--- config.mk ---
export PLATFORM = sky130hd
export DESIGN_NAME = bms_mod_unit
export DESIGN_NICKNAME = d
export VERILOG_FILES = /design/src/sv/bms_pkg.sv /design/src/sv/bms_mod_unit.sv
export SDC_FILE = /design/constraint.sdc
export NUM_CORES = 1
export LEC_CHECK = 0
export BUFFER_PORTS_ARGS = -buffer_cell sky130_fd_sc_hd__buf_2
export CORE_ASPECT_RATIO = 0.7
export CORE_MARGIN = 3
export CORE_UTILIZATION = 52
export DETAILED_ROUTE_END_ITERATION = 10
export PLACE_DENSITY = 0.75
export SKIP_CTS_REPAIR_TIMING = 1
export SYNTH_ARGS = -nofsm -noshare
export SYNTH_HDL_FRONTEND = slang
export SYNTH_SLANG_ARGS = --single-unit
export TNS_END_PERCENT = 5
--- constraint.sdc ---
create_clock -name aclk -period 4.4 [get_ports aclk]
set_clock_uncertainty 0.1 [all_clocks]
set_input_delay 0.66 -clock aclk [delete_from_list [all_inputs] [get_ports aclk]]
set_output_delay 0.66 -clock aclk [all_outputs]
set_load 0.05 [all_outputs]
--- src/sv/bms_pkg.sv ---
`timescale 1ns / 1ps

package bms_pkg;

    // Table geometry and arithmetic widths
    localparam int ALPHABET    = 26;
    localparam int COUNT_BITS  = 32;
    localparam int RANDOM_BITS = 48;
    localparam int LIDX_W      = $clog2(ALPHABET);
    localparam int PAIRS       = ALPHABET * ALPHABET;
    localparam int ADDR_W      = $clog2(PAIRS);
    localparam int TOTAL_BITS  = COUNT_BITS + $clog2(ALPHABET);

    // Port field widths
    localparam int REQ_W        = 2;
    localparam int LETTER_W     = 5;
    localparam int PAIR_COUNT_W = 32;
    localparam int RANDOM_W     = 48;

    // Request codes
    localparam logic [REQ_W-1:0] REQ_LOAD  = 2'd0;
    localparam logic [REQ_W-1:0] REQ_START = 2'd1;
    localparam logic [REQ_W-1:0] REQ_NEXT  = 2'd2;

    typedef enum logic [3:0] {
        ST_CLEAR,
        ST_IDLE,
        ST_LOAD_RD,
        ST_LOAD_WR,
        ST_TOT_RD,
        ST_TOT_CHK,
        ST_DIV,
        ST_WALK,
        ST_RESULT
    } state_t;

    // Access bundle for the count and row-total memories
    typedef struct packed {
        logic                  pc_we;
        logic [ADDR_W-1:0]     pc_waddr;
        logic [COUNT_BITS-1:0] pc_wdata;
        logic [ADDR_W-1:0]     pc_raddr;
        logic                  rt_we;
        logic [LIDX_W-1:0]     rt_waddr;
        logic [TOTAL_BITS-1:0] rt_wdata;
        logic [LIDX_W-1:0]     rt_raddr;
    } mem_req_t;

endpackage

--- src/sv/bms_mod_unit.sv ---
`timescale 1ns / 1ps

module bms_mod_unit (
    input  logic                              aclk,
    input  logic                              aresetn,
    input  logic                              start,
    input  logic [bms_pkg::RANDOM_BITS-1:0]   dividend,
    input  logic [bms_pkg::TOTAL_BITS-1:0]    divisor,
    output logic                              done,
    output logic [bms_pkg::TOTAL_BITS-1:0]    remainder
);
    import bms_pkg::*;

    localparam int CNT_W = $clog2(RANDOM_BITS);

    logic                   busy_reg, busy_next;
    logic                   done_reg, done_next;
    logic [CNT_W-1:0]       cnt_reg, cnt_next;
    logic [RANDOM_BITS-1:0] dvd_reg, dvd_next;
    logic [TOTAL_BITS-1:0]  dvs_reg, dvs_next;
    logic [TOTAL_BITS-1:0]  rem_reg, rem_next;
    logic [TOTAL_BITS:0]    shifted;

    // Restoring remainder, one dividend bit per cycle
    always_comb begin
        shifted   = {rem_reg, dvd_reg[RANDOM_BITS-1]};
        busy_next = busy_reg;
        done_next = 1'b0;
        cnt_next  = cnt_reg;
        dvd_next  = dvd_reg;
        dvs_next  = dvs_reg;
        rem_next  = rem_reg;
        if (start) begin
            busy_next = 1'b1;
            cnt_next  = '0;
            dvd_next  = dividend;
            dvs_next  = divisor;
            rem_next  = '0;
        end else if (busy_reg) begin
            dvd_next = {dvd_reg[RANDOM_BITS-2:0], 1'b0};
            if (shifted >= {1'b0, dvs_reg}) begin
                rem_next = TOTAL_BITS'(shifted - {1'b0, dvs_reg});
            end else begin
                rem_next = TOTAL_BITS'(shifted);
            end
            cnt_next = cnt_reg + 1'b1;
            if (cnt_reg == CNT_W'(RANDOM_BITS - 1)) begin
                busy_next = 1'b0;
                done_next = 1'b1;
            end
        end
    end

    always_ff @(posedge aclk) begin
        if (!aresetn) begin
            busy_reg <= 1'b0;
            done_reg <= 1'b0;
            cnt_reg  <= '0;
        end else begin
            busy_reg <= busy_next;
            done_reg <= done_next;
            cnt_reg  <= cnt_next;
        end
        dvd_reg <= dvd_next;
        dvs_reg <= dvs_next;
        rem_reg <= rem_next;
    end

    assign done      = done_reg;
    assign remainder = rem_reg;

    // Done is a single-cycle pulse at the end of a run
    assert property (@(posedge aclk) disable iff (!aresetn) done_reg |=> !done_reg)
        else $error("mod unit done held for more than one cycle");
    // Remainder stays below the divisor once a run completes
    assert property (@(posedge aclk) disable iff (!aresetn)
        done_reg && (dvs_reg != '0) |-> rem_reg < dvs_reg)
        else $error("mod unit remainder not reduced");

endmodule

# == Word-level counts from Yosys, hierarchy flattened ==
# Cells that the tools add are included.
# W data, S select, Z words.
# classes
n_eq_ne,1
shifts,0
div_mod_pow,0
bitwise,2
mux,7
n_lt_le_gt_ge,1
mul,0
add_sub_neg,2
reduce_logical,3
# ops
cell,n
$mux W48,2
$ge A38 B37 Y1,1
$mux W37,1
$sub A37 B37 Y37,1
$add A6 B1 Y6 const B,1
$eq A6 B6 Y1 const B,1
$mux W1,4
$reduce_or A3 Y1,1
$not A1 Y1,2
$reduce_bool A2 Y1,1
$reduce_or A2 Y1,1
# word_totals
ram_bits,0
elab_cells,22
mem_bits_ro,0
memories,0
latchBits,0
register_bits,130

# == Longest topological paths before layout ==
# Gate-level depths: netlist (run 1).
# depth
depth_word,4
depth_mapped,15
ltp_nobuf,13

# == Worst setup path before layout (run 1) ==
# Ideal clock, no wire load.
# synth_timing
path_type,reg-to-reg
startpoint,register rem_reg[30] (netlist: remainder[30])
endpoint,register rem_reg[5] (netlist: remainder[5])
arrival_time_ns,2.960
required_ns,4.209
path_buffers,2
slack_ns,1.249
period_less_slack_ns,3.151
stages_incl_launch_ff,12
cell_sequence,dfxtp_1 > ha_1 > buf_2 > nand4_2 > or4_4 > and4b_1 > nor3_1 > o211ai_1 > o21ba_1 > buf_6 > or3_1 > a311oi_1
# synth_between
elab_chain_len,2
# synth_rtl
item,line_no,rtl
"start, declared",bms_mod_unit.sv:21,"logic [TOTAL_BITS-1:0] rem_reg, rem_next;"
"start signal, assigned",bms_mod_unit.sv:66,rem_reg <= rem_next;
$ge A38 B37 Y1,bms_mod_unit.sv:41,"if (shifted >= {1'b0, dvs_reg}) begin"
$mux W37,bms_mod_unit.sv:41,
# No other way between the ends.
# A chain may end at the register's enable or synchronous reset.

# == Final worst setup path (run 1) ==
# layout_timing
startpoint,register dvd_reg[47]
endpoint,register rem_reg[36] (netlist: remainder[36])
# layout_between
elab_chain_len,2
elab_cells_between_ends,3
# layout_rtl
item,line_no,rtl
"start, declared",bms_mod_unit.sv:19,"logic [RANDOM_BITS-1:0] dvd_reg, dvd_next;"
"start signal, assigned",bms_mod_unit.sv:64,dvd_reg <= dvd_next;
$sub A37 B37 Y37 or $ge A38 B37 Y1 (tied branches),"bms_mod_unit.sv:42, bms_mod_unit.sv:41",
$mux W37 (*),bms_mod_unit.sv:41,
# Every way passes the cells marked *; elsewhere a longest branch is shown, timed or not.

==> out/metrics.cfg, run 1 <==
[status]
status=completed

[clock_network]
numCtsBuffers=17
cts.path.max_buffers=2
cts_tree=built
clkTransAtPathRegs_ns=0.07
insertion_delay_ns=0.42
clock-sinks=130
htree_num_levels=4
cts-root-buf=clkbuf_16

[global_route]
grt_max_degree=69
grt_first_pass_wirelength_um=29000
first_global_vias=5725
antenna_found_initial=0
globalRouteOverflowTotal=0
track_usage=0.231

[critical_path]
critPathLaunchType=flip-flop
cp.required_ns=4.58
crit_fanout=21
endpoint_kind=flip-flop
r2r_cells=14
critPathKind=reg -> reg
cp.arrival_ns=3.92

[logic_synthesis]
synthFlopType=edfxtp_1
netlist_area_mm2=0.00732
synth.area.top_cells=edfxtp_1 (35%), dfxtp_1 (12%), mux2_2 (7.4%)
synthMostInstantiatedCell=edfxtp_1
synth.avg_cell_area_um2=10.0
synth_top_cells_by_count=edfxtp_1 (85), nand2_1 (74), a21oi_1 (62), nor2_1 (61), inv_1 (51)
synth.distinct_cells=56
syn_nets=857
synth.yosys.warnings=0
synth-seq-cells=130
postSynthCellCount=730
synth_edf_count=85
ys_seq_area_frac=0.472
yosysTopAreaCell=edfxtp_1
synth_top_area_frac=0.349
synthArstFlopShare=0

[timing]
hold_violations=0
grt_setup_unrepaired=false
min_period_ns=3.75
tns_ns=0
timing.final.crit_share=0.851
worst_pin_slew_ns=1.16
slew_violations=0
fmax_mhz=267
slew_headroom=0.225
setup_violations=0

[floorplan]
core_area_mm2=0.0134
die_h_um=105
initial_utilization=0.544
die_w_um=148
row_count=35
pin_count=126
die_area_mm2=0.0156

[power_and_ir_drop]
vdd_drop_max_mv=0.254
power.density_mw_per_mm2=443
p_leak_uw=0.00376

[place]
place.gp.congestion=0.955
io_buffers=125
hpwl_um=12700

[route]
via_count=6005
drc=0
wl_um=18200
drt.antenna.violating_nets=0
drtPass1Iterations=5
drt-initial-drc-count=496
routed_via_density=5.74
wire_per_inst_um=17.4

[finish]
post-route-util=0.647
largest_reg_flops=48
n_fill_cell=1089
syn2layout_area_growth_pct=18.9
final_nets=975
drive_gt1_frac=0.256
antenna_cells=0

[hold_path]
hold_path_class=in -> reg
hold_depth=1

[run]
max-cap-violations=0

[per-layer routing]
layer | global-route usage | up-vias | share of wire
li1 | - | 2916 | -
met1 | 0.344 | 2819 | 0.48
met2 | 0.333 | 239 | 0.44
met3 | 0.0520 | 31 | 0.065
met4 | 0.0731 | 0 | 0.017
met5 | 0 | - | 0
[final cells by class]
cell class                 instances  area [um^2]  area share
clock inverter                    15          191      0.0220
clock buffer                      17          425      0.0489
sequential                       130         3450       0.397
timing repair buffer             130          666      0.0765
multi-input combinational        518         3540       0.407
tap                              185          231      0.0266
inverter                          51          191      0.0220
[metrics by stage]
step / setup slack, ns / hold WS, ns / cells / total power (uW) / area (um^2)
6_report: 0.654 / 0.312 / 1046 / 3850 / 8700
5_1_grt: 0.334 / 0.303 / 1046 / 4020 / 8700
4_1_cts: 0.689 / 0.301 / 1046 / 3860 / 8700
3_5_place_dp: 0.695 / 0.390 / 1014 / 2380 / 8090
3_3_place_gp: 0.895 / 0.366 / 1014 / 2360 / 8090
2_1_floorplan: 1.25 / 0.358 / 730 / 2150 / 7320
[kinds of logic (layout without fill, tap and decap cells)]
family / Yosys count / in the layout / share of synthesized area
simple gates: 213 / 213 / 0.133
compound gates: 187 / 187 / 0.171
flops: 130 / 130 / 0.472
buf+inv: 82 / 213 / 0.0448
mux: 51 / 51 / 0.0780
fa+ha+maj: 39 / 39 / 0.0677
xor+xnor: 28 / 28 / 0.0335
[power by group]
| group | internal, uW | switching [uW] | leakage [uW] |
|---|---|---|---|
| registers | 1420 | 59.4 | 0.00122 |
| logic | 325 | 564 | 0.00225 |
| clock network | 867 | 614 | 0.000297 |
| total | 2620 | 1240 | 0.00376 |
[layout by cell type, fill, tap and decap left out, types with 14 or more instances in the layout]
master     count
inv_1         51
mux2_2        48
ha_1          38
nor3_1        14
buf_2        124
nand2_1       73
xnor2_1       19
clkbuf_16     17
o21ai_0       21
nor2_1        61
edfxtp_1      85
a311oi_1      22
a21oi_1       62
dfxtp_1       44
a21o_1        24
nand3_1       20
[critical path: stages, from the launching register on]
cell and delay, ns:
edfxtp_1 0.39, inv_1 0.07, ha_1 0.16, inv_1 0.05, fa_1 0.39, a21oi_1 0.21, nor2_1 0.09, o21ai_0 0.33
nand3_1 0.22, a21oi_1 0.50, o21bai_2 0.41, buf_4 0.33, a2bb2oi_1 0.14, o21ai_0 0.14, a21oi_1 0.07
[path summary, 6_finish.rpt]
check | startpoint | to | slack, ns
worst max register to register | dvd_reg[47]$_DFFE_PP_ | remainder[36]$_SDFFE_PP0P_ | 0.65
worst min register to register | cnt_reg[5]$_SDFFE_PP0P_ | cnt_reg[5]$_SDFFE_PP0P_ | 0.40
worst min-delay path | divisor[15] | dvs_reg[15]$_DFFE_PP_ | 0.31
worst max-delay path | dvd_reg[47]$_DFFE_PP_ | remainder[36]$_SDFFE_PP0P_ | 0.65
Note: power is estimated with default switching activity, not from simulation.
==> run 2, diff against run 1 <==
--- a/config.mk
+++ b/config.mk
@@ -10,7 +10,9 @@
 export CORE_MARGIN = 3
 export CORE_UTILIZATION = 52
 export DETAILED_ROUTE_END_ITERATION = 10
+export MAX_ROUTING_LAYER = met4
 export PLACE_DENSITY = 0.75
+export RECOVER_POWER = 50
 export SKIP_CTS_REPAIR_TIMING = 1
 export SYNTH_ARGS = -nofsm -noshare
 export SYNTH_HDL_FRONTEND = slang
==> constraint.sdc (replaced) <==
create_clock -name aclk -period 3.83 [get_ports aclk]
set_clock_uncertainty 0.1 [all_clocks]
set_input_delay 0.5745 -clock aclk [delete_from_list [all_inputs] [get_ports aclk]]
set_output_delay 0.5745 -clock aclk [all_outputs]
set_load 0.05 [all_outputs]
==> run 2 against run 1 <==
  * The flow now finishes with violations (capacitance limit, slew limit)
  * Worst setup slack worse by 0.34 ns
  * Count of clock-buffer cells in the layout is the same
  * Cell count grew 0.48%
  * Sequential share of layout area grew 0.13 points
  * Combinational power increased by 17%
  * Clock power up 5%
  * First-iteration DRC count fell by 21%
  * Register-to-register slack worse by 0.34 ns
  * Hold slack worse by 0.090 ns
  * Non-clock buffer count is 5 higher
==> out/metrics.cfg, run 2 (synthesized netlist as in run 1, its figures left out) <==
[critical_path]
critPathSlowestCell=edfxtp_1
critPathLaunchType=flip-flop
cp_num_buf_inv=3
crit_fanout=18
cp.arrival_ns=3.75
r2r_end=remainder[15]$_SDFFE_PP0P_
worst_r2r_startpoint=dvd_reg[47]$_DFFE_PP_
cp.required_ns=4.06
crit_chain=inv_1 -> ha_1 -> inv_1 -> fa_1 -> a21oi_1 -> nor2_1 -> o21ai_0 -> nand3_1 -> a21oi_1 -> o21bai_2 -> buf_4 -> mux2i_1 -> a211oi_1
reg2reg_slack_ns=0.31
slowest_delay_ns=0.39
path_delay_family=compound AO/OA/AOI/OAI gates
endpoint_kind=flip-flop
r2r_cells=13
critPathKind=reg -> reg

[global_route]
grt_first_pass_wirelength_um=29300
track_usage=0.241
grt_max_degree=71
first_global_vias=5868
antenna_found_initial=0
globalRouteOverflowTotal=0

[power_and_ir_drop]
power.internal_uw=2880
p_leak_uw=0.00372
clkPwrFrac=0.363
switching_share=0.331
p_switching_uw=1430
power.density_mw_per_mm2=496
combPwrFrac=0.241
vdd_drop_max_mv=0.272
seq_power_share=0.396

[hold_path]
min-delay-start=divisor[11]
hold_depth=1
holdPathEnd=dvs_reg[11]$_DFFE_PP_
hold_path_class=in -> reg

[finish]
antenna_cells=0
largest_reg_flops=48
final_cell_mix=buf_2 (116), edfxtp_1 (85), nand2_1 (73)
drive_gt1_frac=0.245
final_area_mm2=0.00867
syn2layout_area_growth_pct=18.5
final_nets=980
mostFrequentLayoutCell=buf_2
n_fill_cell=1130

[floorplan]
die_h_um=105
die_area_mm2=0.0156
core_area_mm2=0.0134
row_count=35
die_w_um=148
pin_count=126
initial_utilization=0.544

[clock_network]
clkTransAtPathRegs_ns=0.07
cts_tree=built
numCtsBuffers=17
cts-root-buf=clkbuf_16
insertion_delay_ns=0.42
htree_num_levels=4
clock-sinks=130
cts.path.max_buffers=2

[route]
drt-initial-drc-count=393
wl_um=18400
drt.antenna.violating_nets=0
wire_per_inst_um=17.5
via_count=6083
drc=0
drtPass1Iterations=5
routed_via_density=5.79

[timing]
slew_headroom=-0.263
slew_violations=39
grt_setup_unrepaired=false
min_period_ns=3.52
fmax_mhz=284
timing.final.crit_share=0.918
worst_pin_slew_ns=1.89
setup_violations=0
hold_violations=0
tns_ns=0

[place]
place_area_mm2=0.00812
place.gp.congestion=0.945
hpwl_um=13100
io_buffers=125

[run]
max-cap-violations=1

[status]
violations=capacitance limit, slew limit
status=finished with violations

==> run 2: changes by cell type in the layout (fill, tap and decap cells not counted), sizes merged <==
cell | previous run | this run
clkbuf | 17 | 27
buf | 130 | 125
bufinv | 2 | 0
clkinv | 2 | 4
==> run 2: worst reg2reg max path: stages (launching register included) <==
cell      delay, ns
edfxtp_1       0.39
inv_1          0.07
ha_1           0.16
inv_1          0.06
fa_1           0.39
a21oi_1        0.20
nor2_1         0.09
o21ai_0        0.37
nand3_1        0.26
a21oi_1        0.36
o21bai_2       0.35
buf_4          0.30
mux2i_1        0.12
a211oi_1       0.23
==> run 2: cell type report <==
class / instances / area [um^2] / area share
clock buffer: 17 / 425 / 0.0490
tap: 185 / 231 / 0.0267
timing repair buffer: 135 / 686 / 0.0791
inverter: 51 / 191 / 0.0221
multi-input combinational: 518 / 3540 / 0.408
clock inverter: 15 / 143 / 0.0164
sequential: 130 / 3450 / 0.398
==> run 2: worst max path at each step <==
| stage | startpoint | cells past startpoint | end | slack, ns |
|---|---|---|---|---|
| global placement | dvs_reg[15]$_DFFE_PP_ | 11 | remainder[11]$_SDFFE_PP0P_ | 0.51 |
| detailed placement | dvd_reg[47]$_DFFE_PP_ | 13 | remainder[15]$_SDFFE_PP0P_ | 0.39 |
| global route | dvd_reg[47]$_DFFE_PP_ | 13 | remainder[15]$_SDFFE_PP0P_ | 0.01 |
| CTS | dvd_reg[47]$_DFFE_PP_ | 13 | remainder[15]$_SDFFE_PP0P_ | 0.38 |
| finish | dvd_reg[47]$_DFFE_PP_ | 13 | remainder[15]$_SDFFE_PP0P_ | 0.31 |
| floorplan | remainder[30]$_SDFFE_PP0P_ | 11 | remainder[5]$_SDFFE_PP0P_ | 0.68 |
==> run 2: routing by layer <==
layer | share of wire | vias to the layer above | GRT usage
li1 | - | 2932 | -
met1 | 0.48 | 2880 | 0.341
met2 | 0.44 | 251 | 0.355
met3 | 0.071 | 20 | 0.0529
met4 | 0.012 | 0 | 0.0618
met5 | 0 | - | -
==> run 2: through the flow <==
step	instances	total power, uW	worst slack [ns]	utilization	hold WS, ns
6_report	1051	4310	0.313	0.645	0.222
5_1_grt	1051	4500	0.0133	0.645	0.205
4_1_cts	1051	4310	0.378	0.646	0.210
3_5_place_dp	1019	2750	0.391	0.604	0.387
3_3_place_gp	1019	2730	0.508	0.604	0.366
2_1_floorplan	730	2470	0.679	-	0.358
==> run 2: power by group through the flow <==
stage | Combinational [uW] | Clock, uW | Sequential [uW]
2_1_floorplan | 637 | 0 | 1840
3_5_place_dp | 1020 | 0 | 1730
6_report | 1040 | 1560 | 1710
3_3_place_gp | 1000 | 0 | 1730
5_1_grt | 1130 | 1640 | 1720
4_1_cts | 1020 | 1590 | 1700
